### config.mk
export PLATFORM = sky130hd
export DESIGN_NAME = int_to_ascii_formatter_flat
export DESIGN_NICKNAME = d
export VERILOG_FILES = /design/src/hw/rtl/itoa_pkg.sv /design/src/hw/rtl/itoa_if.sv /design/src/hw/rtl/itoa_ucode_rom.sv /design/src/hw/rtl/itoa_datapath.sv /design/src/hw/rtl/int_to_ascii_formatter.sv /design/src/flat_wrapper.sv
export SDC_FILE = /design/constraint.sdc
export NUM_CORES = 1
export LEC_CHECK = 0
export BUFFER_PORTS_ARGS = -buffer_cell sky130_fd_sc_hd__buf_2
export CAP_MARGIN = 40
export CORE_ASPECT_RATIO = 0.6
export CORE_MARGIN = 2
export CORE_UTILIZATION = 60
export CTS_CLUSTER_SIZE = 20
export DETAILED_ROUTE_END_ITERATION = 12
export PLACE_DENSITY = 0.8
export SYNTH_ARGS = -nofsm -noshare
export SYNTH_HDL_FRONTEND = slang
export SYNTH_SLANG_ARGS = --single-unit
### constraint.sdc
create_clock -name clk -period 6.7 [get_ports clk]
set_input_delay 1.34 -clock clk [delete_from_list [all_inputs] [get_ports clk]]
set_output_delay 1.34 -clock clk [all_outputs]
set_load 0.02 [all_outputs]
### src/hw/rtl/itoa_pkg.sv
`default_nettype none
// ----------------------------------------------------------------------------
// itoa_pkg - shared types and constants for the integer to ASCII formatter
// Control word layout, microcode field codes, status flags and character codes.
// ----------------------------------------------------------------------------
package itoa_pkg;

  // format selector codes
  localparam logic [1:0] FMT_SDEC = 2'd0;
  localparam logic [1:0] FMT_UDEC = 2'd1;
  localparam logic [1:0] FMT_HEX  = 2'd2;

  // digit stack depth: ten decimal digits at most
  localparam int unsigned StackDepth = 10;
  localparam int unsigned SpW        = $clog2(StackDepth + 1);

  // microprogram step counter
  localparam int unsigned StepW = 4;

  // divide by ten: q = (x * RECIP10) >> 35, exact for all 32-bit x
  localparam logic [31:0] RECIP10  = 32'hCCCC_CCCD;
  localparam int unsigned RecipShf = 35;

  // ASCII codes
  localparam logic [7:0] CH_ZERO  = 8'h30;
  localparam logic [7:0] CH_X     = 8'h78;
  localparam logic [7:0] CH_MINUS = 8'h2D;
  localparam logic [7:0] CH_SPACE = 8'h20;

  // character source select
  localparam logic [2:0] CS_NONE  = 3'd0;
  localparam logic [2:0] CS_ZERO  = 3'd1;
  localparam logic [2:0] CS_X     = 3'd2;
  localparam logic [2:0] CS_MINUS = 3'd3;
  localparam logic [2:0] CS_SPACE = 3'd4;
  localparam logic [2:0] CS_DIGIT = 3'd5;

  // datapath operation
  localparam logic [2:0] OP_NOP  = 3'd0;
  localparam logic [2:0] OP_LOAD = 3'd1;
  localparam logic [2:0] OP_NEG  = 3'd2;
  localparam logic [2:0] OP_DIV  = 3'd3;
  localparam logic [2:0] OP_REM  = 3'd4;
  localparam logic [2:0] OP_HEX  = 3'd5;
  localparam logic [2:0] OP_POP  = 3'd6;

  // jump condition
  localparam logic [3:0] C_NEVER  = 4'd0;
  localparam logic [3:0] C_ALWAYS = 4'd1;
  localparam logic [3:0] C_INVAL  = 4'd2;
  localparam logic [3:0] C_HEX    = 4'd3;
  localparam logic [3:0] C_NEG    = 4'd4;
  localparam logic [3:0] C_MAGNZ  = 4'd5;
  localparam logic [3:0] C_QNZ    = 4'd6;
  localparam logic [3:0] C_HNZ    = 4'd7;
  localparam logic [3:0] C_SPGT1  = 4'd8;

  // named steps the sequencer refers to
  localparam logic [StepW-1:0] ST_IDLE = 4'd0;

  typedef struct packed {
    logic [2:0]       csel;
    logic             last;
    logic [2:0]       op;
    logic [3:0]       cond;
    logic             inv;
    logic [StepW-1:0] target;
  } uword_t;

  typedef struct packed {
    logic is_hex;
    logic is_neg;
    logic mag_nz;
    logic q_nz;
    logic hex_nz;
    logic sp_gt1;
  } dp_flags_t;

  // nibble to uppercase hex/decimal digit
  function automatic logic [7:0] digit_char(input logic [3:0] d);
    logic [7:0] c;
    if (d < 4'd10) begin
      c = CH_ZERO + {4'd0, d};
    end else begin
      c = 8'h37 + {4'd0, d};
    end
    return c;
  endfunction

endpackage
`default_nettype wire

### src/hw/rtl/itoa_if.sv
`default_nettype none
// ----------------------------------------------------------------------------
// itoa_if - valid/ready channels of the formatter
// Request channel (format and value) and character channel (char and last).
// ----------------------------------------------------------------------------
interface itoa_in_if;
  logic        valid;
  logic        ready;
  logic [1:0]  req_type;
  logic [31:0] value;

  modport source (output valid, output req_type, output value, input ready);
  modport sink   (input valid, input req_type, input value, output ready);
endinterface

interface itoa_out_if;
  logic       valid;
  logic       ready;
  logic [7:0] char_out;
  logic       last;

  modport source (output valid, output char_out, output last, input ready);
  modport sink   (input valid, input char_out, input last, output ready);
endinterface
`default_nettype wire

### src/hw/rtl/itoa_ucode_rom.sv
`default_nettype none
// ----------------------------------------------------------------------------
// itoa_ucode_rom - control store of the formatter
// One control word per step: character to emit, datapath op and jump.
// ----------------------------------------------------------------------------
module itoa_ucode_rom (
  input  wire logic [itoa_pkg::StepW-1:0] step,
  output itoa_pkg::uword_t                uword
);

  // program listing
  always_comb begin
    uword = '{csel: itoa_pkg::CS_NONE, last: 1'b0, op: itoa_pkg::OP_NOP,
              cond: itoa_pkg::C_NEVER, inv: 1'b0, target: itoa_pkg::ST_IDLE};
    case (step)
      // wait for an item, load it
      4'd0: begin
        uword.op     = itoa_pkg::OP_LOAD;
        uword.cond   = itoa_pkg::C_INVAL;
        uword.inv    = 1'b1;
        uword.target = 4'd0;
      end
      // branch to hex
      4'd1: begin
        uword.cond   = itoa_pkg::C_HEX;
        uword.target = 4'd11;
      end
      // skip sign unless negative signed
      4'd2: begin
        uword.cond   = itoa_pkg::C_NEG;
        uword.inv    = 1'b1;
        uword.target = 4'd4;
      end
      4'd3: begin
        uword.csel = itoa_pkg::CS_MINUS;
        uword.op   = itoa_pkg::OP_NEG;
      end
      // nonzero magnitude goes to the divide loop
      4'd4: begin
        uword.cond   = itoa_pkg::C_MAGNZ;
        uword.target = 4'd7;
      end
      4'd5: begin
        uword.csel = itoa_pkg::CS_SPACE;
      end
      // zero digit, shared by decimal and hex zero
      4'd6: begin
        uword.csel   = itoa_pkg::CS_ZERO;
        uword.cond   = itoa_pkg::C_ALWAYS;
        uword.target = 4'd10;
      end
      4'd7: begin
        uword.op = itoa_pkg::OP_DIV;
      end
      // push remainder, loop while the quotient is nonzero
      4'd8: begin
        uword.op     = itoa_pkg::OP_REM;
        uword.cond   = itoa_pkg::C_QNZ;
        uword.target = 4'd7;
      end
      // pop digits, most significant first
      4'd9: begin
        uword.csel   = itoa_pkg::CS_DIGIT;
        uword.op     = itoa_pkg::OP_POP;
        uword.cond   = itoa_pkg::C_SPGT1;
        uword.target = 4'd9;
      end
      // trailing space closes the run
      4'd10: begin
        uword.csel   = itoa_pkg::CS_SPACE;
        uword.last   = 1'b1;
        uword.cond   = itoa_pkg::C_ALWAYS;
        uword.target = itoa_pkg::ST_IDLE;
      end
      4'd11: begin
        uword.csel = itoa_pkg::CS_ZERO;
      end
      4'd12: begin
        uword.csel = itoa_pkg::CS_X;
      end
      4'd13: begin
        uword.cond   = itoa_pkg::C_MAGNZ;
        uword.inv    = 1'b1;
        uword.target = 4'd6;
      end
      // push nibbles while higher ones remain
      4'd14: begin
        uword.op     = itoa_pkg::OP_HEX;
        uword.cond   = itoa_pkg::C_HNZ;
        uword.target = 4'd14;
      end
      4'd15: begin
        uword.cond   = itoa_pkg::C_ALWAYS;
        uword.target = 4'd9;
      end
      default: begin
        uword.cond   = itoa_pkg::C_ALWAYS;
        uword.target = itoa_pkg::ST_IDLE;
      end
    endcase
  end

endmodule
`default_nettype wire

### src/hw/rtl/itoa_datapath.sv
`default_nettype none
// ----------------------------------------------------------------------------
// itoa_datapath - magnitude register, divide-by-ten unit and digit stack
// Executes one datapath op per step and reports flags to the sequencer.
// ----------------------------------------------------------------------------
module itoa_datapath (
  input  wire logic                     clk,
  input  wire logic                     rst_n,
  input  wire logic                     step_en,
  input  wire logic                     in_fire,
  input  wire logic [1:0]               req_type,
  input  wire logic [31:0]              value,
  input  itoa_pkg::uword_t              uword,
  output itoa_pkg::dp_flags_t           flags,
  output logic [7:0]                    char_sel,
  output logic [itoa_pkg::SpW-1:0]      sp_o
);

  localparam int unsigned QW = 64 - itoa_pkg::RecipShf;

  logic [1:0]                 sel_r;
  logic [31:0]                mag_r;
  logic [QW-1:0]              q_r;
  logic [3:0]                 stk_r [itoa_pkg::StackDepth];
  logic [itoa_pkg::SpW-1:0]   sp_r;
  logic [itoa_pkg::SpW-1:0]   sp_nxt;
  logic [itoa_pkg::SpW-1:0]   top_idx;
  logic [63:0]                prod;
  logic [31:0]                tens;
  logic [31:0]                rem;
  logic                       push;
  logic [3:0]                 push_val;

  // reciprocal multiply, remainder from the registered quotient
  assign prod     = 64'(mag_r) * 64'(itoa_pkg::RECIP10);
  assign tens     = 32'({q_r, 3'b000}) + 32'({q_r, 1'b0});
  assign rem      = mag_r - tens;
  assign top_idx  = sp_r - 1'b1;

  assign push     = step_en && (uword.op == itoa_pkg::OP_REM || uword.op == itoa_pkg::OP_HEX);
  assign push_val = (uword.op == itoa_pkg::OP_HEX) ? mag_r[3:0] : rem[3:0];

  // stack pointer
  always_comb begin
    sp_nxt = sp_r;
    if (step_en) begin
      case (uword.op)
        itoa_pkg::OP_LOAD: sp_nxt = '0;
        itoa_pkg::OP_REM,
        itoa_pkg::OP_HEX:  sp_nxt = sp_r + 1'b1;
        itoa_pkg::OP_POP:  sp_nxt = sp_r - 1'b1;
        default:           sp_nxt = sp_r;
      endcase
    end
  end

  always_ff @(posedge clk) begin
    if (!rst_n) begin
      sp_r <= '0;
    end else begin
      sp_r <= sp_nxt;
    end
  end

  // payload registers
  always_ff @(posedge clk) begin
    if (step_en) begin
      case (uword.op)
        itoa_pkg::OP_LOAD: begin
          if (in_fire) begin
            sel_r <= req_type;
            mag_r <= value;
          end
        end
        itoa_pkg::OP_NEG: mag_r <= 32'd0 - mag_r;
        itoa_pkg::OP_DIV: q_r   <= prod[63:itoa_pkg::RecipShf];
        itoa_pkg::OP_REM: mag_r <= 32'(q_r);
        itoa_pkg::OP_HEX: mag_r <= {4'd0, mag_r[31:4]};
        default: ;
      endcase
    end
    if (push) begin
      stk_r[sp_r] <= push_val;
    end
  end

  // flags for jump conditions
  assign flags.is_hex = sel_r[1];
  assign flags.is_neg = (sel_r == itoa_pkg::FMT_SDEC) && mag_r[31];
  assign flags.mag_nz = (mag_r != 32'd0);
  assign flags.q_nz   = (q_r != '0);
  assign flags.hex_nz = (mag_r[31:4] != 28'd0);
  assign flags.sp_gt1 = (sp_r > 1);

  // character mux
  always_comb begin
    case (uword.csel)
      itoa_pkg::CS_ZERO:  char_sel = itoa_pkg::CH_ZERO;
      itoa_pkg::CS_X:     char_sel = itoa_pkg::CH_X;
      itoa_pkg::CS_MINUS: char_sel = itoa_pkg::CH_MINUS;
      itoa_pkg::CS_SPACE: char_sel = itoa_pkg::CH_SPACE;
      itoa_pkg::CS_DIGIT: char_sel = itoa_pkg::digit_char(stk_r[top_idx]);
      default:            char_sel = itoa_pkg::CH_SPACE;
    endcase
  end

  assign sp_o = sp_r;

endmodule
`default_nettype wire

### src/hw/rtl/int_to_ascii_formatter.sv
`default_nettype none
// ----------------------------------------------------------------------------
// int_to_ascii_formatter - 32-bit value to ASCII decimal or hex characters
// Microcoded sequencer over a divide-by-ten datapath with a digit stack.
// ----------------------------------------------------------------------------
// Takes one request (format, value) and sends its characters one per item,
// last set on the trailing space. The block handles one request at a time and
// is ready only while the sequencer sits in its idle step. A decimal value
// takes two steps per digit through the reciprocal divide-by-ten unit and one
// step per digit to pop the stack, with a minus sign sent by the negate step;
// hex takes one nibble shift and one pop per digit. A single output register
// lets the sequencer keep working while a character waits.
module int_to_ascii_formatter (
  input  wire logic  clk,
  input  wire logic  rst_n,
  itoa_in_if.sink    in_ch,
  itoa_out_if.source out_ch
);

  logic [itoa_pkg::StepW-1:0] step_r;
  logic [itoa_pkg::StepW-1:0] step_nxt;
  itoa_pkg::uword_t           uword;
  itoa_pkg::dp_flags_t        flags;
  logic [7:0]                 char_sel;
  logic [itoa_pkg::SpW-1:0]   sp;
  logic                       out_busy;
  logic                       emit;
  logic                       step_en;
  logic                       in_fire;
  logic                       cond_hit;
  logic                       jump;
  logic                       out_valid_r;
  logic [7:0]                 char_r;
  logic                       last_r;

  itoa_ucode_rom u_rom (
    .step  (step_r),
    .uword (uword)
  );

  itoa_datapath u_dp (
    .clk      (clk),
    .rst_n    (rst_n),
    .step_en  (step_en),
    .in_fire  (in_fire),
    .req_type (in_ch.req_type),
    .value    (in_ch.value),
    .uword    (uword),
    .flags    (flags),
    .char_sel (char_sel),
    .sp_o     (sp)
  );

  // handshake and step enable
  assign in_ch.ready = (step_r == itoa_pkg::ST_IDLE);
  assign in_fire     = in_ch.valid && in_ch.ready;
  assign out_busy    = out_valid_r && !out_ch.ready;
  assign emit        = (uword.csel != itoa_pkg::CS_NONE);
  assign step_en     = !(emit && out_busy);

  // jump condition select
  always_comb begin
    case (uword.cond)
      itoa_pkg::C_NEVER:  cond_hit = 1'b0;
      itoa_pkg::C_ALWAYS: cond_hit = 1'b1;
      itoa_pkg::C_INVAL:  cond_hit = in_ch.valid;
      itoa_pkg::C_HEX:    cond_hit = flags.is_hex;
      itoa_pkg::C_NEG:    cond_hit = flags.is_neg;
      itoa_pkg::C_MAGNZ:  cond_hit = flags.mag_nz;
      itoa_pkg::C_QNZ:    cond_hit = flags.q_nz;
      itoa_pkg::C_HNZ:    cond_hit = flags.hex_nz;
      itoa_pkg::C_SPGT1:  cond_hit = flags.sp_gt1;
      default:            cond_hit = 1'b0;
    endcase
  end

  assign jump = cond_hit ^ uword.inv;

  // step counter
  always_comb begin
    step_nxt = step_r;
    if (step_en) begin
      step_nxt = jump ? uword.target : step_r + 1'b1;
    end
  end

  always_ff @(posedge clk) begin
    if (!rst_n) begin
      step_r <= itoa_pkg::ST_IDLE;
    end else begin
      step_r <= step_nxt;
    end
  end

  // output register
  always_ff @(posedge clk) begin
    if (!rst_n) begin
      out_valid_r <= 1'b0;
    end else if (emit && step_en) begin
      out_valid_r <= 1'b1;
    end else if (out_ch.ready) begin
      out_valid_r <= 1'b0;
    end
  end

  always_ff @(posedge clk) begin
    if (emit && step_en) begin
      char_r <= char_sel;
      last_r <= uword.last;
    end
  end

  assign out_ch.valid    = out_valid_r;
  assign out_ch.char_out = char_r;
  assign out_ch.last     = last_r;

`ifndef ASSERT_OFF
  // digit stack never overflows
  a_sp_range: assert property (@(posedge clk) disable iff (!rst_n)
    sp <= itoa_pkg::StackDepth)
    else $error("digit stack pointer out of range");

  // every run drains the stack before returning to idle
  a_idle_empty: assert property (@(posedge clk) disable iff (!rst_n)
    step_r == itoa_pkg::ST_IDLE |-> sp == '0)
    else $error("digit stack not empty at idle");

  // the last character sends the sequencer back to idle
  a_last_idle: assert property (@(posedge clk) disable iff (!rst_n)
    (emit && step_en && uword.last) |=> step_r == itoa_pkg::ST_IDLE)
    else $error("sequencer not idle after last character");
`endif

endmodule
`default_nettype wire

### src/flat_wrapper.sv
// flat-port wrapper written by rule: the top's interface ports become plain ports
module int_to_ascii_formatter_flat 
  (clk, rst_n, in_ch_valid, in_ch_req_type, in_ch_value, in_ch_ready, out_ch_valid, out_ch_char_out, out_ch_last, out_ch_ready);
  itoa_in_if in_ch_i ();
  itoa_out_if out_ch_i ();
  input  wire logic clk;
  input  wire logic rst_n;
  input wire logic [$bits(in_ch_i.valid)-1:0] in_ch_valid;
  input wire logic [$bits(in_ch_i.req_type)-1:0] in_ch_req_type;
  input wire logic [$bits(in_ch_i.value)-1:0] in_ch_value;
  output wire logic [$bits(in_ch_i.ready)-1:0] in_ch_ready;
  output wire logic [$bits(out_ch_i.valid)-1:0] out_ch_valid;
  output wire logic [$bits(out_ch_i.char_out)-1:0] out_ch_char_out;
  output wire logic [$bits(out_ch_i.last)-1:0] out_ch_last;
  input wire logic [$bits(out_ch_i.ready)-1:0] out_ch_ready;
  assign in_ch_i.valid = in_ch_valid;
  assign in_ch_i.req_type = in_ch_req_type;
  assign in_ch_i.value = in_ch_value;
  assign in_ch_ready = in_ch_i.ready;
  assign out_ch_valid = out_ch_i.valid;
  assign out_ch_char_out = out_ch_i.char_out;
  assign out_ch_last = out_ch_i.last;
  assign out_ch_i.ready = out_ch_ready;
  int_to_ascii_formatter u_core (.clk(clk), .rst_n(rst_n), .in_ch(in_ch_i), .out_ch(out_ch_i));
endmodule
==> results list <==
- The flow ran to the end, but the final reports show violations.
- The final reports fail on negative setup slack.
* Number of maximum-capacitance constraint violations: 0
- Across every metal layer, demand over resource in global routing totals 0.4402.
- Worst relative slew slack: 0.3147
* Max Fclk: 134.6 MHz
- Sorting the synthesized cells by area gives the leading types as fa_1, ha_1, edfxtp_1, inv_1, xnor2_1.
- The cell sitting at the root of the clock tree is a clkbuf_16.
* Worst r2r src: u_core.u_dp.mag_r[17]$_DFFE_PP_
- Final-report max-slew violation count: 0
- The cell family contributing the most delay on the critical path is adder cells.
* Proportion of register bits with asynchronous set or reset after synthesis: 0
- The worst setup path is captured at a register.
- TritonCTS built the clock tree.
* Critical path launch point: u_core.u_dp.mag_r[17]$_DFFE_PP_
* Simple-gate area share of the yosys netlist: 0.06493
- Nets@finish: 3660
* Antenna Violating Nets Remaining: 0
* Antenna violations before repair: 2
* RePlAce Congestion: 1.117
- Area of the die: 41100 um2
- Number of buffers between clock root and the deepest sink: 2
- The tree built by TritonCTS fans out to 120 sinks.
- Grt total ovfl: 0
- Synthesis-to-finish area growth: 29.18%
- Avg Synthesized Cell Area: 10.17 um2
* Final cell count without fillers: 3381
* Fraction of the cycle the final worst path needs: 1.109
- In this run, synthesis inferred 111 flip-flops with an integrated enable.
- Port Buf Inserts: 47
- Setup repair after global routing could not meet its margin everywhere.
* Setup violation total in the final timing report: 28
* Final routed DRC violation total: 0
- The setup path with the least slack is of type reg -> reg.
- Counting the buffers created by CTS gives 17.
- Number of warning messages in the yosys log: 0
- Complex-gate fraction of the synthesized area: 0.08692
- DRT Pass-1 Iters: 11
- Routed wire length: 90780 um
* Min Tclk post-route: 7.428 ns
- Adder and majority gate portion of the synthesized area: 0.5338
- Slowest stage cell on the critical path: fa_2
- The H-tree generated during clock tree synthesis spans 4 levels.
* Standard-cell rows: 56
- Wire length of the first global-routing pass: 130000 um
- DR iter-0 viols: 2930
* Setup WS post-layout: -0.7275 ns
- Vias in the first global route: 21010
* Count of final hold-check violations: 0
- The share of synthesized area in the top cell type comes to 0.3265.
- The HPWL after detailed placement is 72030 um.
* Primary FF master, synth: edfxtp_1
- Data on the critical path is required at its endpoint by 6.87 ns.
- The biggest area contributor in the post-synthesis netlist is fa_1.
- The synthesized netlist contains 76 unique library cells.
- In this run the most critical hold path is launched from u_core.step_r[1]$_SDFFE_PN0N_.
* Buffers and inverters on the worst path: 7
- Crit-path max FO: 4
* Cell occurring most often along the worst timing path: fa_1
- The core region is 38960 um2.
- By area, the combinational part of the netlist is dominated by adder cells.
- Path type of the worst min-delay path: reg -> reg
* Setup WS pre-CTS: -0.8129 ns
- After clock tree synthesis, the clock-pin slew on the worst setup and hold paths is 0.07 ns.
- Counting every instance in the synthesized netlist gives 2327.
- Worst-margin pin slew: 1.021 ns
- Fraction of synthesized cell area in xor and xnor cells: 0.04145
* Mux share of post-synthesis cell area: 0.01343
- In this run the horizontal extent of the chip is 260.4 um.
- After synthesis the netlist holds a flip-flop and latch count of 120.
- For this configuration, the core starts out at a cell density of 0.6075.
- Entering global routing, the biggest net connects 34 pins.
- In the final routed layout, each cell accounts on average for 26.85 um.
- Of the cells placed in the final design, the portion with a size suffix greater than 1 is 0.3101.
- At the later pin of the worst-skew pair, clock insertion delay measures 0.44 ns.
* Arrival time of data at the critical path endpoint: 7.60 ns
- Post-synthesis instance area: 23670 um2
- Of the synthesized area, sequential elements account for 0.1485.
- Vias per cell: 6.122
- The worst setup path is launched from a register.
- Setup total negative slack on the finished layout was measured at -11.72 ns.
* Count of placed standard cells including taps: 3255
- On the final layout, the worst clock skew is 0.01224 ns.
- Counting every net in the synthesized netlist gives 3143.
* Vias: 20700
* Y dimension of the die: 157.8 um
* Number of top-level design ports: 49
* Highest cell delay on the worst timing path: 0.66 ns
==> path summary, 6_finish.rpt <==
kind,to,slack (ns),depth (start not counted)
worst min-delay path,u_core.step_r[1]$_SDFFE_PN0N_,0.52,2
worst max register to register,u_core.u_dp.q_r[22]$_DFFE_PP_,-0.73,25
worst min register to register,u_core.step_r[1]$_SDFFE_PN0N_,0.52,2
worst max-delay path,u_core.u_dp.q_r[22]$_DFFE_PP_,-0.73,25
==> cell type report <==
class                   count  area [um2]
diodes                      2       5.005
inverters                 628        2379
fillers                  2376        8387
clock buffers              17       425.4
clock inverters            15       155.1
flip-flops and latches    120        3513
multi-input cells        1529       19210
repair buffers            548        4233
well taps                 522       653.1
==> flip-flops by register name (all words and copies together) (netlist names) <==
name,flops
u_core.out_ch.char_out,7
u_core.u_dp.stk_r,40
u_core.out_ch.valid,1
u_core.out_ch.last,1
u_core.u_dp.q_r,29
u_core.step_r,4
u_core.u_dp.sel_r,2
u_core.u_dp.mag_r,32
u_core.u_dp.sp_o,4
==> per-stage QoR <==
step / utilization / cell area, um2 / hold slack [ns]
global route: 0.7846 / 30570 / 0.5560
floorplan: - / 23940 / 0.4873
global placement: 0.7085 / 27600 / 0.5006
finish: 0.7847 / 30570 / 0.5225
detailed placement: 0.7094 / 27640 / 0.5147
CTS: 0.7644 / 29780 / 0.5235
==> worst min-delay path, stage by stage, from the launching register on <==
cell and delay, ns:
dfxtp_1 0.35, nand3_1 0.08, o41ai_1 0.06
==> cell families (layout without fill, tap and decap cells) <==
group,Yosys count,after routing
flip-flops,120,120
adder cells (fa/ha/maj),778,778
buffers and inverters,678,1208
AND/OR/NAND/NOR,306,306
other,1,3
multiplexers,21,21
XOR/XNOR,112,112
AO/OA/AOI/OAI,311,311
==> cell usage in the layout, fill, tap and decap left out, types with 19 or more instances in the layout <==
cell type | netlist | final
ha_2 | 0 | 22
inv_2 | 0 | 56
nor2_1 | 52 | 44
buf_2 | 0 | 48
fa_2 | 0 | 21
nand2_1 | 88 | 83
o21ai_0 | 78 | 58
buf_4 | 3 | 450
a21oi_1 | 83 | 64
xnor2_1 | 69 | 66
fa_1 | 386 | 365
inv_1 | 628 | 564
xor2_1 | 43 | 33
ha_1 | 392 | 300
nand3_1 | 35 | 32
a21o_1 | 42 | 42
ha_4 | 0 | 70
edfxtp_1 | 111 | 111
buf_6 | 1 | 43
a222oi_1 | 26 | 26
and2_1 | 20 | 19
==> metal layers <==
layer | GRT usage | part of all wire | routed length (um)
met5 | 0 | 0.00029 | 26
met3 | 0.2381 | 0.19 | 16990
met1 | 0.6177 | 0.39 | 35440
met4 | 0.09279 | 0.030 | 2740
met2 | 0.5960 | 0.39 | 35580
==> cells in the mapped netlist (3+ instances only) <==
master / number
a2111oi_0: 3
a211oi_1: 9
a21o_1: 42
a21oi_1: 83
a221o_1: 3
a221oi_1: 5
a222oi_1: 26
a31oi_1: 5
and2_1: 20
and3_1: 16
and4_1: 3
buf_4: 3
clkbuf_1: 40
clkbuf_8: 6
dfxtp_1: 9
edfxtp_1: 111
fa_1: 386
ha_1: 392
inv_1: 628
mux2_2: 6
mux2i_1: 7
mux4_2: 8
nand2_1: 88
nand2b_1: 9
nand3_1: 35
nand3b_1: 4
nand4_1: 17
nor2_1: 52
nor2b_1: 12
nor3_1: 16
nor4_1: 9
o211ai_1: 6
o21ai_0: 78
o21bai_1: 12
o22ai_1: 3
o311ai_0: 3
o31a_1: 4
or2_2: 4
or3_1: 7
xnor2_1: 69
xor2_1: 43
==> what timing repair did <==
item / in CTS / in global routing
pin swaps: 111 / 95
cloned: 0 / 0
buffers inserted: 65 / 39
endpoints found under the setup margin: 29 / 29
hold buffers: 0 / 0
resized for setup: 226 / 123
Power is not shown: default switching activity piles up to over one toggle a cycle in this logic, so the estimate is an artifact.
